File: config.mk
export PLATFORM = sky130hd
export DESIGN_NAME = gcda_isqrt
export DESIGN_NICKNAME = d
export VERILOG_FILES = /design/src/gcda_isqrt.sv
export SDC_FILE = /design/constraint.sdc
export NUM_CORES = 2
export LEC_CHECK = 0
export BUFFER_PORTS_ARGS = -buffer_cell sky130_fd_sc_hd__buf_2
export CAP_MARGIN = 0
export CORE_ASPECT_RATIO = 1.4
export CORE_MARGIN = 3
export CORE_UTILIZATION = 65
export CTS_CLUSTER_DIAMETER = 60
export CTS_CLUSTER_SIZE = 8
export DETAILED_ROUTE_END_ITERATION = 10
export GPL_TIMING_DRIVEN = 0
export PLACE_DENSITY_LB_ADDON = 0.1
export SLEW_MARGIN = 0
export SYNTH_ARGS = -nofsm -noshare
export SYNTH_HDL_FRONTEND = slang
export SYNTH_SLANG_ARGS = --single-unit
File: constraint.sdc
create_clock -name clock -period 5.7 [get_ports clock]
set_input_delay 0.855 -clock clock [delete_from_list [all_inputs] [get_ports clock]]
set_output_delay 0.855 -clock clock [all_outputs]
set_load 0.05 [all_outputs]
File: src/gcda_isqrt.sv
// Pipelined integer square root, one result bit per stage.
module gcda_isqrt (
   input  logic        clock,
   input  logic        reset,
   input  logic        en,
   input  logic        in_valid,
   input  logic [60:0] radicand,
   output logic        out_valid,
   output logic [30:0] root
);

   localparam int NSTAGE = 31;

   logic [61:0] rem_ff [0:NSTAGE-1];
   logic [61:0] res_ff [0:NSTAGE-1];
   logic        v_ff   [0:NSTAGE-1];

   for (genvar k = 0; k < NSTAGE; k++) begin : g_bit
      localparam logic [61:0] BITC = 62'd1 << (60 - 2 * k);
      logic [61:0] rem_src, res_src, trial, rem_in, res_in;
      logic        v_src;

      if (k == 0) begin : g_first
         assign rem_src = 62'(radicand);
         assign res_src = '0;
         assign v_src = in_valid;
      end else begin : g_next
         assign rem_src = rem_ff[k-1];
         assign res_src = res_ff[k-1];
         assign v_src = v_ff[k-1];
      end

      always_comb begin
         trial = res_src + BITC;
         if (rem_src >= trial) begin
            rem_in = rem_src - trial;
            res_in = (res_src >> 1) + BITC;
         end else begin
            rem_in = rem_src;
            res_in = res_src >> 1;
         end
      end

      always_ff @(posedge clock) begin
         if (reset) begin
            v_ff[k] <= 1'b0;
         end else if (en) begin
            v_ff[k] <= v_src;
         end
      end

      always_ff @(posedge clock) begin
         if (en) begin
            rem_ff[k] <= rem_in;
            res_ff[k] <= res_in;
         end
      end
   end

   assign out_valid = v_ff[NSTAGE-1];
   assign root = res_ff[NSTAGE-1][30:0];

endmodule

# == After elaboration in Yosys (flattened, before gate mapping) ==
# Memories as Yosys holds them, arrays and structs flattened.
# Index checks and enable logic that the tools add are counted.
# W data, S select, Z words.
# word_totals
input_bits,65
output_inout_bits,32
ramBits,3875
memories,3
reg_bits,0
wordCells,255
# memory_table
name,words,width,rd,rd_ports_with_merged_regs,write_ports,line_no,text
rem_ff,31,62,30,0,31,14,logic [61:0] rem_ff [0:NSTAGE-1];
res_ff,31,62,31,0,31,15,logic [61:0] res_ff [0:NSTAGE-1];
v_ff,31,1,31,0,31,16,logic v_ff [0:NSTAGE-1];
# classes
n_lt_le_gt_ge,31
add_sub_neg,91
mux,99
bitwise,31
# ops
operator,count
$mux W62,61
$ge A62 B62 Y1,30
$sub A62 B62 Y62,30
$add A61 B1 Y62 const B,1
$add A61 B11 Y62 const B,1
$add A61 B13 Y62 const B,1
$add A61 B15 Y62 const B,1
$add A61 B17 Y62 const B,1
$add A61 B19 Y62 const B,1
$add A61 B21 Y62 const B,1
$add A61 B23 Y62 const B,1
$add A61 B25 Y62 const B,1
$add A61 B27 Y62 const B,1
$add A61 B29 Y62 const B,1
$add A61 B3 Y62 const B,1
$add A61 B31 Y62 const B,1
$add A61 B33 Y62 const B,1
$add A61 B35 Y62 const B,1
$add A61 B37 Y62 const B,1
$add A61 B39 Y62 const B,1
$add A61 B41 Y62 const B,1
$add A61 B43 Y62 const B,1
$add A61 B45 Y62 const B,1
$add A61 B47 Y62 const B,1
other kinds (44),110

# == Logic depth before layout (Yosys ltp) ==
# depth
ltp_word,4
mapped_depth,15
ltp_nobuf,12

# == Worst setup path before layout ==
# Ideal clock, no wire load.
# synth_path
path_kind,register to register
from,"memory rem_ff[26][12], in the netlist rem_ff[1][632]"
to,"memory rem_ff[27][54], in the netlist rem_ff[1][736] (data pin)"
path_slack_ps,2196
synth_period_minus_slack_ps,3504
stages_incl_launch_ff,11
arrival_ps,3246
cell_sequence,edfxtp_1 ha_1 and3_1 and4_1 a21bo_2 a31o_2 o311ai_1 a31oi_1 a2111oi_2 nand4_1 xnor2_1
# synth_lines
element,line_no
start: declaration,14

==> reports/summary.md <==
The flow ran to the end, and the final reports show no timing, DRC or antenna violations. The total of endpoints with negative setup slack in the final report came out at 0. The total met2 wirelength after detailed routing is 163400 µm. Compared with the post-synthesis result, the final layout area differs by 11.31%. Leading register cell type out of synthesis: sky130_fd_sc_hd__edfxtp_1. The first global-routing pass estimated 469700 µm of wire. Setup slack on the critical path of the routed design comes to 0.2234 ns. The number of buffers on the longest clock path was 4; the count of standard-cell rows was 181.

The library cell with the largest summed area after synthesis was sky130_fd_sc_hd__edfxtp_1. The run gives 0.3404 as the total routing usage reported by global routing. The clock drives 2387 sinks.

In the routed layout, each cell is associated on average with a via count of 6.522. Data arrives at the worst endpoint at 6.10 ns. The logs give 78945 for the via count of the first global-routing pass and 0 for the total count of hold-check failures in the final report. The count of unresolved DRC violations after routing was 0; the number of levels in the clock H-tree was 5. In this run the worst path has a maximum fanout of 10. The tools report the clock latency reported for the late side of the worst-skew pair as 0.97 ns. Setup repair after global routing left no endpoint under its margin.

The worst relative slew slack is 0.1264, and the cell count after placement is 11534. Routability congestion estimate: 0.9482. Clock-pin slew was measured on the worst setup and hold paths at 0.05 ns. The register area share after synthesis is 0.6260, and the initial antenna violation count is 8. After detailed routing, the wire length on met1 is 106800 µm. The pre-antenna-repair detailed-routing pass consisted of 7 iterations. By area the synthesized netlist is led by sky130_fd_sc_hd__edfxtp_1 63%, sky130_fd_sc_hd__ha_1 5.7%, sky130_fd_sc_hd__xor2_1 3.2%.

The number of maximum-capacitance violations was 0. The wire-length estimate of the detail-placed layout is 217700 µm. TritonCTS built the clock tree.

The floorplan step defined a core boundary enclosing 0.1744 mm². Type of the most critical hold path: in -> reg. For the static leakage, the log shows 48.01 nW. The worst setup slack before clock tree synthesis is 0.08882 ns, and the die width is 360.7 µm. Dividing total power by cell area gives a power density of 419.0 mW/mm². In this run the register-to-register setup slack is 0.22 ns. The run gives 0.1095 ns as the final worst clock skew. The fraction of layout cells with a size suffix above 1 is 0.06685.

Required time of the worst setup path: 6.33 ns. The transition time of the tightest slew-check pin is 1.308 ns. The number of cells on the worst reg-to-reg path is 12. Maximum vdd ir drop: 0.0003529 V.

For this run, the post-layout net count is 10200. After routing, the total negative slack on setup checks comes to 0 ns. In this run, synthesis produced a sequential element count of 2387. For the final standard cell count with taps included and fillers excluded, the log shows 11924. In the synthesized netlist, the number of instances is 9135. The critical path goes through inv_1 > ha_1 > nand4_1 > nor2_1 > a21boi_0 > nor2b_1 > o31ai_1 > a31oi_2 > inv_2 > nand4_1 > nor4_1 > xor2_1. Once the clock tree was built, the setup fixing pass inserted 0 buffers. After synthesis, the largest family of logic cells by area is simple AND/OR/NAND/NOR gates. The tree is rooted in a sky130_fd_sc_hd__clkbuf_16.

In this run, CTS created clock tree buffers numbering 350. By instance count, the cell type seen most on the critical path is sky130_fd_sc_hd__nand4_1. The run gives 10935 as the filler cell count in the final layout. The largest stage delay on the critical path is 0.87 ns. The final route contains 77768 vias.

The worst reg2reg path startpoint was res_ff[1][513]. The area share of xor/xnor cells in the synthesized design works out to 0.06364. The sum of buffers and inverters on the critical path came out at 2. The total overflow left after global routing is 0. The library cell used most frequently in the layout, excluding fill and tap cells, is sky130_fd_sc_hd__edfxtp_1. The mean cell area of the mapped netlist was 12.53 µm²; the number of buffers added on ports was 95. Worst hold path startpoint: radicand[49]. The adder-cell share of the synthesized area works out to 0.05715. Count of boundary I/O pins: 97. In the final routed layout, each cell accounts on average for 26.05 µm. The path length in cells of the critical path works out to 12.

The fraction of registers with async set/reset is 0. Summed over all nets, wire length on met3 after detailed routing comes to 21160 µm. STA classifies the critical path endpoint as a flop.

The detailed router finished its first iteration with 8470 violations. The portion of netlist area occupied by mux cells is 0.007376. The design draws 0.05340 W. Synthesized-area fraction occupied by ao, oa, aoi and oai cells: 0.09305.

Effective utilization at floorplan: 0.6566. The largest net degree at the start of global routing is 200. The detail route stage leaves a number of antenna-violating nets equal to 0.

Yosys mapped a number of flops with a built-in enable equal to 2387. The post-route clock period utilization is 0.9608, and the chip height is 502.6 µm. The critical path in this run is classified as reg -> reg. STA classifies the critical path startpoint as a flop. Slowest library cell on the worst path: sky130_fd_sc_hd__o31ai_1.

The cell class contributing the biggest share of worst-path delay was compound AO/OA/AOI/OAI gates. The mapped netlist covers 0.1145 mm². The basic-gate share of the synthesized area counting and, or, nand and nor cells came out at 0.1247. The worst register-to-register path ends at rem_ff[1][615].

Wires add up to 310600 µm. The number of library cell types mapped by synthesis came out at 91. The most critical setup path has its startpoint at res_ff[1][513].

Based on the critical path, the design can be clocked at up to 182.6 MHz. The max-slew violation count was 0. In this run the top signal layer used is met5.

The area of the die is 0.1813 mm², and the number of warnings issued by yosys is 0. The shortest period the worst path allows came out at 5.477 ns. The tools report the end point of the critical path as rem_ff[1][615]. Leaving out fill and tap cells, the most frequent cells in the layout are 2387 x sky130_fd_sc_hd__edfxtp_1, 662 x sky130_fd_sc_hd__nor2_1, 646 x sky130_fd_sc_hd__inv_1.

The area fraction of the dominant cell type after synthesis is 0.6260.
[synth_stat cells (61+ instances only)]
cell type / count
sky130_fd_sc_hd__xnor2_1: 410
sky130_fd_sc_hd__nand3_1: 139
sky130_fd_sc_hd__nand4_1: 163
sky130_fd_sc_hd__nor3_1: 243
sky130_fd_sc_hd__edfxtp_1: 2387
sky130_fd_sc_hd__mux2_2: 65
sky130_fd_sc_hd__o21bai_1: 61
sky130_fd_sc_hd__nor2_1: 662
sky130_fd_sc_hd__and2_1: 64
sky130_fd_sc_hd__a21oi_1: 626
sky130_fd_sc_hd__nor2b_1: 71
sky130_fd_sc_hd__inv_1: 646
sky130_fd_sc_hd__nand2b_1: 105
sky130_fd_sc_hd__o21ai_0: 376
sky130_fd_sc_hd__ha_1: 523
sky130_fd_sc_hd__o21a_1: 86
sky130_fd_sc_hd__or3_1: 123
sky130_fd_sc_hd__a21o_1: 191
sky130_fd_sc_hd__xor2_1: 422
sky130_fd_sc_hd__nor4_1: 308
sky130_fd_sc_hd__nand2_1: 550
sky130_fd_sc_hd__clkbuf_1: 172
sky130_fd_sc_hd__or4_1: 69
sky130_fd_sc_hd__nor4b_1: 64
[per-layer routing]
metal | up-vias | global-route usage
li1 | 34992 | -
met1 | 37673 | 0.3795
met2 | 4046 | 0.6201
met3 | 1055 | 0.05742
met4 | 2 | 0.1873
met5 | - | 0
[metrics by stage]
| stage | hold WS [ns] | instance area [µm²] | util |
|---|---|---|---|
| after floorplan | 0.4166 | 114500 | - |
| after global placement | 0.4226 | 117800 | 0.6758 |
| after detailed placement | 0.4309 | 118300 | 0.6781 |
| after CTS | 0.0001661 | 127400 | 0.7306 |
| after global routing | 0.02822 | 127400 | 0.7308 |
| final | 0.05168 | 127400 | 0.7309 |
[report_power, final]
group / internal (W) / leakage (nW) / switching [W]
logic: 0.00437 / 20.6 / 0.00677
clock network: 0.0108 / 4.44 / 0.00713
registers: 0.0224 / 23.0 / 0.00195
total: 0.0376 / 48.0 / 0.0158
[worst min-delay path by stage]
| stage | cells after the start | slack [ns] | end |
|---|---|---|---|
| after global placement | 0 | 0.42 | rem_ff[1][443] |
| after detailed placement | 0 | 0.43 | rem_ff[1][323] |
| after CTS | 1 | 0.0002 | rem_ff[0][36] |
| after floorplan | 0 | 0.42 | rem_ff[1][682] |
| final | 1 | 0.05 | rem_ff[0][49] |
| after global routing | 1 | 0.03 | rem_ff[0][46] |
[cell families after synthesis]
logic type                 Yosys count
xor gates and xnor gates           832
DFF                               2387
buffers and inverters              844
AOI/OAI and AO/OA                 1722
and+or+nand+nor                   2750
other                                1
adders and majority gates          523
muxes                               76
[cell type report]
cell class,count,area (µm²),area share
antenna,4,10.01,0.00007854
buffer,195,764.5,0.005998
clock buffer,357,8848,0.06943
clock inverter,16,190.2,0.001492
inverter,649,2441,0.01915
multi-input combinational,5905,39660,0.3112
sequential,2387,71680,0.5624
tap,2287,2861,0.02245
timing repair buffer,124,993.5,0.007795
[flip-flops by register name (all words and copies together) (netlist names)]
name / flops
v_ff: 31
rem_ff: 1860
res_ff: 496
[repair_timing]
action	CTS	global route
resized for setup	0	4
endpoints found under the hold margin	12	0
setup endpoints to repair	0	8
hold buffers	12	0
No activity file was read; power rests on OpenSTA's default activity.
