## config.mk

```make
export PLATFORM = sky130hd
export DESIGN_NAME = gcda_delay
export DESIGN_NICKNAME = d
export VERILOG_FILES = /design/src/gcda_delay.sv
export SDC_FILE = /design/constraint.sdc
export NUM_CORES = 1
export LEC_CHECK = 0
export BUFFER_PORTS_ARGS = -buffer_cell sky130_fd_sc_hd__buf_2
export CAP_MARGIN = 25
export CORE_ASPECT_RATIO = 1.2
export CORE_MARGIN = 5
export CORE_UTILIZATION = 45
export CTS_BUF_LIST = sky130_fd_sc_hd__clkbuf_16
export CTS_CLUSTER_SIZE = 28
export DETAILED_ROUTE_END_ITERATION = 7
export PLACE_DENSITY = 0.69
export SKIP_LAST_GASP = 1
export SYNTH_ARGS = -nofsm -noshare
export SYNTH_HDL_FRONTEND = slang
export SYNTH_SLANG_ARGS = --single-unit
```

## constraint.sdc

```tcl
create_clock -name clock -period 0.8 [get_ports clock]
set_clock_uncertainty 0.05 [all_clocks]
set_input_delay 0.12 -clock clock [delete_from_list [all_inputs] [get_ports clock]]
set_output_delay 0.12 -clock clock [all_outputs]
set_load 0.02 [all_outputs]
```

## src/gcda_delay.sv

```systemverilog
// Enabled shift register that keeps side data in step with the main pipeline.
module gcda_delay #(
   parameter int WIDTH = 32,
   parameter int DEPTH = 4
) (
   input  logic             clock,
   input  logic             en,
   input  logic [WIDTH-1:0] d,
   output logic [WIDTH-1:0] q
);

   logic [WIDTH-1:0] tap_ff [0:DEPTH-1];

   always_ff @(posedge clock) begin
      if (en) begin
         tap_ff[0] <= d;
         for (int k = 1; k < DEPTH; k++) begin
            tap_ff[k] <= tap_ff[k-1];
         end
      end
   end

   assign q = tap_ff[DEPTH-1];

endmodule

```

Word-level counts from Yosys, hierarchy flattened
Memories as Yosys holds them, arrays and structs flattened.
Index checks and enable logic that the tools add are counted.
Widths: inputs -> output; s select.
{ "op_classes": {"mux": 2} }
{ "ops": {"columns": ["operator", "count"], "rows": [
  ["$mux 1", 2]
]} }
{ "word_totals": {"elab_cells": 3, "inputBits": 34, "reg_bits": 0, "ramBits": 128, "n_memories": 1} }
{ "mem_list": {"columns": ["name", "words", "width", "rd", "rd_ports_with_merged_regs", "wr", "line_no", "text"], "rows": [
  ["tap_ff", 4, 32, 4, 0, 4, "12", "logic [WIDTH-1:0] tap_ff [0:DEPTH-1];"]
]} }

Logic depth before layout (Yosys ltp)
Gate-level depths: netlist of run 1.
{ "logic_depth": {"depth_word": 2, "ltp_mapped": 0} }

Least setup slack after synthesis of run 1
OpenSTA, ideal clock, no wires.
{ "synth_timing": {"kind": "flip-flop to flip-flop", "startpoint": "memory tap_ff[0][0]", "endpoint": "memory tap_ff[1][0] (data pin)", "required_ps": 484, "stages_incl_launch_ff": 1, "arrival_time_ps": 323, "setup_time_ps": 266, "period_less_slack_ps": 639, "path_slack_ps": 161, "cell_sequence": "edfxtp_1"} }
{ "synth_lines": {"columns": ["item", "line_no"], "rows": [
  ["start: declaration", "12"]
]} }

==> results.md, run 1 <==
* Area of the multi-input gates at 0 um2
* Top Usage Layer GRT: met2
* Syn avg cell area at 30.0 um2
* Via count at 1,594
* Final hold vios at 0
* First-pass GRT wire length at 8.13 mm
* RSZ-0062 raised after global routing: true
* Post-layout instance area at 0.00538 mm2
* Avg WL per Cell at 14.1 um
* Multi-input gate count at 0
* Mapped Cells at 128
* Pre-CTS WS at -137 ps
* Critical path depth in cells at 1
* Gr ovfl total at 0
* Syn_nets at 162
* Initial cell density of the core at 45.4%
* Setup Fix Bufs, Post-CTS at 0
* IO buf count at 65
* Seq/Total Area, Yosys at 100%
* Slew Limit Fails at 0
* CTS buffer count at 17
* Slew HR at 83.8%
* Min-Delay Path Depth at 2
* Share of cells above drive strength 1 at 35.4%
* Worst Hold Class: input port to flip-flop
* Critical path arrival at 970 ps
* Worst reg-to-reg path cell count at 0
* Met3 Usage GRT at 5.50%
* Placed cell area at 0.00439 mm2
* Max stage delay on crit path at 420 ps
* Yosys reg bits at 128
* Met2 GRT Util at 16.2%
* Core region area at 0.00847 mm2
* Inserted Diodes at 0
* Final setup violation count at 32
* Number of global-route vias before repair at 1,616
* Netlist cell types at 1
* Row Count at 37
* Fin crit share at 142%
* Number of antenna violations at the first check in global routing at 0
* Synth warn at 0
* Routed Antenna Nets at 0
* Total internal power at 12,700 uW
* Largest Register: tap_ff
* CTS Sinks at 128
* WS Path Type: flip-flop to output port
* Power share of the sequential group at 51.8%
* Power Density at 2890 mW/mm2
* Num ports at 66
* Nets at 282
* Final Critical Period at 1140 ps
* CTS HTree Levels at 4
* Failing checks: negative setup slack
* Slew @ Worst Pin at 244 ps
* Clock transition at path regs at 50 ps
* Drt via density at 4.23
* Worst path bufs/invs at 1
* Final Core Density at 63.4%
* Placer congestion estimate at 0.729
* Peak supply drop at 0.00159 V
* Die W at 94.4 um
* Max FO, Critical Path at 1
* Largest regs: tap_ff (128)
* Switch Pwr at 2860 uW
* Final setup TNS at -9280 ps
* Leakage at 0.00201 uW
* # DRC at 0
* DIE HEIGHT at 111 um
* Crit path cell chain: buf_6
* Gate power share at 4.1%
* Final WL at 5.30 mm
* Clock power share at 44.1%
* Largest net degree at the start of global routing at 46
* Die area at 0.0105 mm2
* Clock latency on the worst-skew pair at 400 ps
* Area grow syn2layout at 39.8%
* Fmax at 0.879 GHz
* Max reg flops at 128
* Final Worst Setup Slack at -337 ps
* Global-route usage over all layers at 11.1%
* Crit-path leading delay family: flip-flops
* Switching fraction of total power at 18.4%
* Mapped cell area at 0.00384 mm2
* Slowest stage cell, crit path: edfxtp_1
* Status: finished with violations
* Clk root buf: clkbuf_16
* Startpoint Class: flip-flop
* Crit path capture type: output port
* Max Cap Viol at 0
* Req. time, crit path at 630 ps
* Tot Pwr at 15,500 uW
* CTS Buffer Depth at 2
* CTS tree: built
* Iter 0 DRT Violations at 81
* GR Util met1 at 12.2%
* Drt pass-1 iters at 4
==> cells by family after synthesis <==
| family | count (synthesis) | synth area share (%) |
|---|---|---|
| flops | 128 | 100 |
==> cells in the final DEF (no fill, tap or decap) <==
cell,instances
edfxtp_1,128
buf_2,43
dlygate4sd3_1,32
buf_6,21
clkbuf_16,17
inv_1,6
clkinv_2,3
buf_12,3
clkinv_1,2
bufinv_16,2
buf_4,2
clkinvlp_4,1
==> stage by stage <==
| stage | hold WS [ps] | std cells |
|---|---|---|
| after floorplan | 169 | 128 |
| after global placement | 248 | 314 |
| final | 139 | 377 |
| after global routing | 129 | 377 |
| after detailed placement | 248 | 314 |
| after CTS | 134 | 377 |
==> synth_stat cells <==
library cell	n	area, um2
edfxtp_1	128	3840
==> layout make-up <==
type,instances,area (um2)
repair buffers,101,847
fillers,561,3100
clock inverters,14,113
flip-flops and latches,128,3840
clock buffers,17,425
well taps,117,146
==> power groups by stage <==
stage | logic [uW] | registers [uW] | clock network [uW]
2_1_floorplan | 0 | 8240 | 0
3_3_place_gp | 446 | 8120 | 0
3_5_place_dp | 456 | 8160 | 0
4_1_cts | 611 | 8040 | 7020
5_1_grt | 678 | 8070 | 7360
6_report | 636 | 8040 | 6860
==> per-layer routing <==
| metal | routed length (um) | part of all wire (%) |
|---|---|---|
| met5 | 0 | 0 |
| met4 | 178 | 3.4 |
| met3 | 321 | 6.1 |
| met2 | 2700 | 51 |
| met1 | 2100 | 40 |
==> path summary, 6_finish.rpt <==
kind / startpoint / to / slack, ps
worst min register to register: tap_ff[2][24]$_DFFE_PP_ / tap_ff[3][24]$_DFFE_PP_ / 360
worst max register to register: tap_ff[2][3]$_DFFE_PP_ / tap_ff[3][3]$_DFFE_PP_ / 100
worst max-delay path: tap_ff[3][21]$_DFFE_PP_ / q[21] / -340
worst min-delay path: en / tap_ff[0][8]$_DFFE_PP_ / 140
==> repair_timing <==
item,CTS,global route
cloned,0,0
endpoints found under the setup margin,32,32
gates resized for setup,22,20
endpoints found under the hold margin,32,0
hold buffers,32,0
Power figures use the tool's default switching activity.
==> run 2: changes to the inputs <==
- PLACE_DENSITY: 0.69 -> default
- PLACE_DENSITY_LB_ADDON: default -> 0.15
- REMOVE_ABC_BUFFERS: default -> 1
- TNS_END_PERCENT: default -> 50
==> run 2 against run 1 <==
Setup slack improved by 11 ps. Sequential power about the same. Wire length increased by 0.21%. Largest power group unchanged. The flow still finishes with violations (negative setup slack). First-iteration DRC count increased by 67%. Sequential share of layout area decreased by 0.33 points. Critical path depth unchanged. Global-route usage increased by 0.19 points. Final area increased by 0.47%. Clock power increased by 8.7%. Non-clock buffer count unchanged. Via count increased by 1.3%. Fmax increased by 0.99%.
==> results.md, run 2 (same netlist as run 1, synthesis figures left out) <==
* Final Critical Period at 1130 ps (-11.1 ps)
* Fin crit share at 141% (-1.4 points)
* Iter 0 DRT Violations at 135 (+67%)
* # DRC at 0 (unchanged)
* Failing checks: negative setup slack
* CTS buffer count at 17 (unchanged)
* Largest Register: tap_ff
* IO buf count at 65 (unchanged)
* CTS tree: built
* Drt pass-1 iters at 4 (unchanged)
* Avg WL per Cell at 14.0 um (about the same)
* Routed Antenna Nets at 0 (unchanged)
* Max stage delay on crit path at 410 ps (about the same)
* WS Path Type: flip-flop to output port
* Crit path capture type: output port
* Crit-path leading delay family: flip-flops
* Share of cells above drive strength 1 at 37.9% (+2.5 points)
* Initial cell density of the core at 45.4% (unchanged)
* RSZ-0062 raised after global routing: true
* Leakage at 0.00198 uW (-1.3%)
* Via count at 1,614 (+1.3%)
* Clock transition at path regs at 50 ps (about the same)
* Nets at 282 (unchanged)
* Setup Fix Bufs, Post-CTS at 0 (unchanged)
* Area of the multi-input gates at 0 um2 (unchanged)
* Worst Hold Class: input port to flip-flop
* First-pass GRT wire length at 8.41 mm (+3.5%)
* Max reg flops at 128 (unchanged)
* Gr ovfl total at 0 (unchanged)
* Pre-CTS WS at -140 ps (-2.65 ps)
* CTS Sinks at 128 (unchanged)
* Power Density at 2980 mW/mm2 (+3.3%)
* Core region area at 0.00847 mm2 (unchanged)
* Final setup violation count at 32 (unchanged)
* Most common cell after layout, fill and taps aside: edfxtp_1
* Die W at 94.4 um (unchanged)
* Inserted Diodes at 0 (unchanged)
* Final hold vios at 0 (unchanged)
* CTS HTree Levels at 4 (unchanged)
* Most frequent cells in the layout: edfxtp_1 (128), buf_2 (48), dlygate4sd3_1 (32), clkbuf_16 (17), buf_6 (16)
* Slew @ Worst Pin at 258 ps (+14.5 ps)
* Max Cap Viol at 0 (unchanged)
* GR Util met1 at 11.8% (-0.46 points)
* Global-route usage over all layers at 11.3% (+0.19 points)
* Largest net degree at the start of global routing at 52 (+13%)
* CTS Buffer Depth at 2 (unchanged)
* Startpoint Class: flip-flop
* Die area at 0.0105 mm2 (unchanged)
* Row Count at 37 (unchanged)
* Drt via density at 4.27 (+0.99%)
* Slew Limit Fails at 0 (unchanged)
* Largest regs: tap_ff (128)
* Top Usage Layer GRT: met2
* Worst path bufs/invs at 1 (unchanged)
* Area grow syn2layout at 40.5%
* DIE HEIGHT at 111 um (unchanged)
* Multi-input gate count at 0 (unchanged)
* Max FO, Critical Path at 1 (unchanged)
* Req. time, crit path at 630 ps (about the same)
* Met3 Usage GRT at 5.84% (+0.34 points)
* Number of global-route vias before repair at 1,717 (+6.3%)
* Clock latency on the worst-skew pair at 390 ps (about the same)
* Final Core Density at 63.7% (+0.30 points)
* Number of antenna violations at the first check in global routing at 0 (unchanged)
* Status: finished with violations
* Fmax at 0.888 GHz (+0.99%)
* Peak supply drop at 0.00161 V (+1.2%)
* Post-DP HPWL at 3.09 mm
* Slew HR at 82.8% (-0.97 points)
* Slowest stage cell, crit path: edfxtp_1
* Num ports at 66 (unchanged)
* Met2 GRT Util at 18.5% (+2.3 points)
* Crit path cell chain: buf_6
* Clk root buf: clkbuf_16
* Placer congestion estimate at 0.679 (-6.8%)
* Final WL at 5.31 mm (+0.21%)
* Final Worst Setup Slack at -326 ps (+11.1 ps)
* Critical path arrival at 960 ps (about the same)
-- run 2: cell count changes in the layout (fill, tap and decap cells not counted) --
| cell | delta |
|---|---|
| inv_1 | -6 |
| bufinv_16 | +1 |
| buf_6 | -5 |
| inv_6 | +1 |
| clkinvlp_4 | +6 |
| buf_2 | +5 |
| clkinv_2 | -1 |
-- run 2: repair_timing --
action | 4_1_cts | 5_1_grt
endpoints found under the setup margin | 32 | 32
resized for setup | 16 | 16
hold endpoints to repair | 32 | 0
hold buffers | 32 | 0
-- run 2: final cells by class --
type	count	area, um2
clock buffers	17	425
clock inverters	15	169
fillers	579	3070
flip-flops and latches	128	3840
well taps	117	146
repair buffers	101	816
-- run 2: path summary, 6_finish.rpt --
check,cells past startpoint,to,from,slack (ps)
max,1,q[21],tap_ff[3][21]$_DFFE_PP_,-330
min,2,tap_ff[1][1]$_DFFE_PP_,en,170
max reg2reg,0,tap_ff[3][26]$_DFFE_PP_,tap_ff[2][26]$_DFFE_PP_,90
min reg2reg,0,tap_ff[2][13]$_DFFE_PP_,tap_ff[1][13]$_DFFE_PP_,360
-- run 2: per-stage QoR --
step                instance area [um2]  total power [uW]  hold slack [ps]  instances  TNS, ps
floorplan                          3840              8240              169        128        0
global placement                   4390              8560              246        314    -8170
detailed placement                 4390              8610              248        314   -11340
CTS                                5350             16300              155        378    -9960
global route                       5400             16700              168        378   -10600
finish                             5400             16100              169        378    -9200
-- run 2: report_power, final --
| group | switching (uW) | internal (uW) | leakage [uW] |
|---|---|---|---|
| clock network | 2600 | 4860 | 0.000268 |
| logic | 317 | 303 | 0.000457 |
| registers | 123 | 7910 | 0.00125 |
-- run 2: per-layer routing --
metal	share of wire (%)	routed length [um]
met1	39	2080
met2	54	2850
met3	6.1	326
met4	1.1	59
met5	0	0
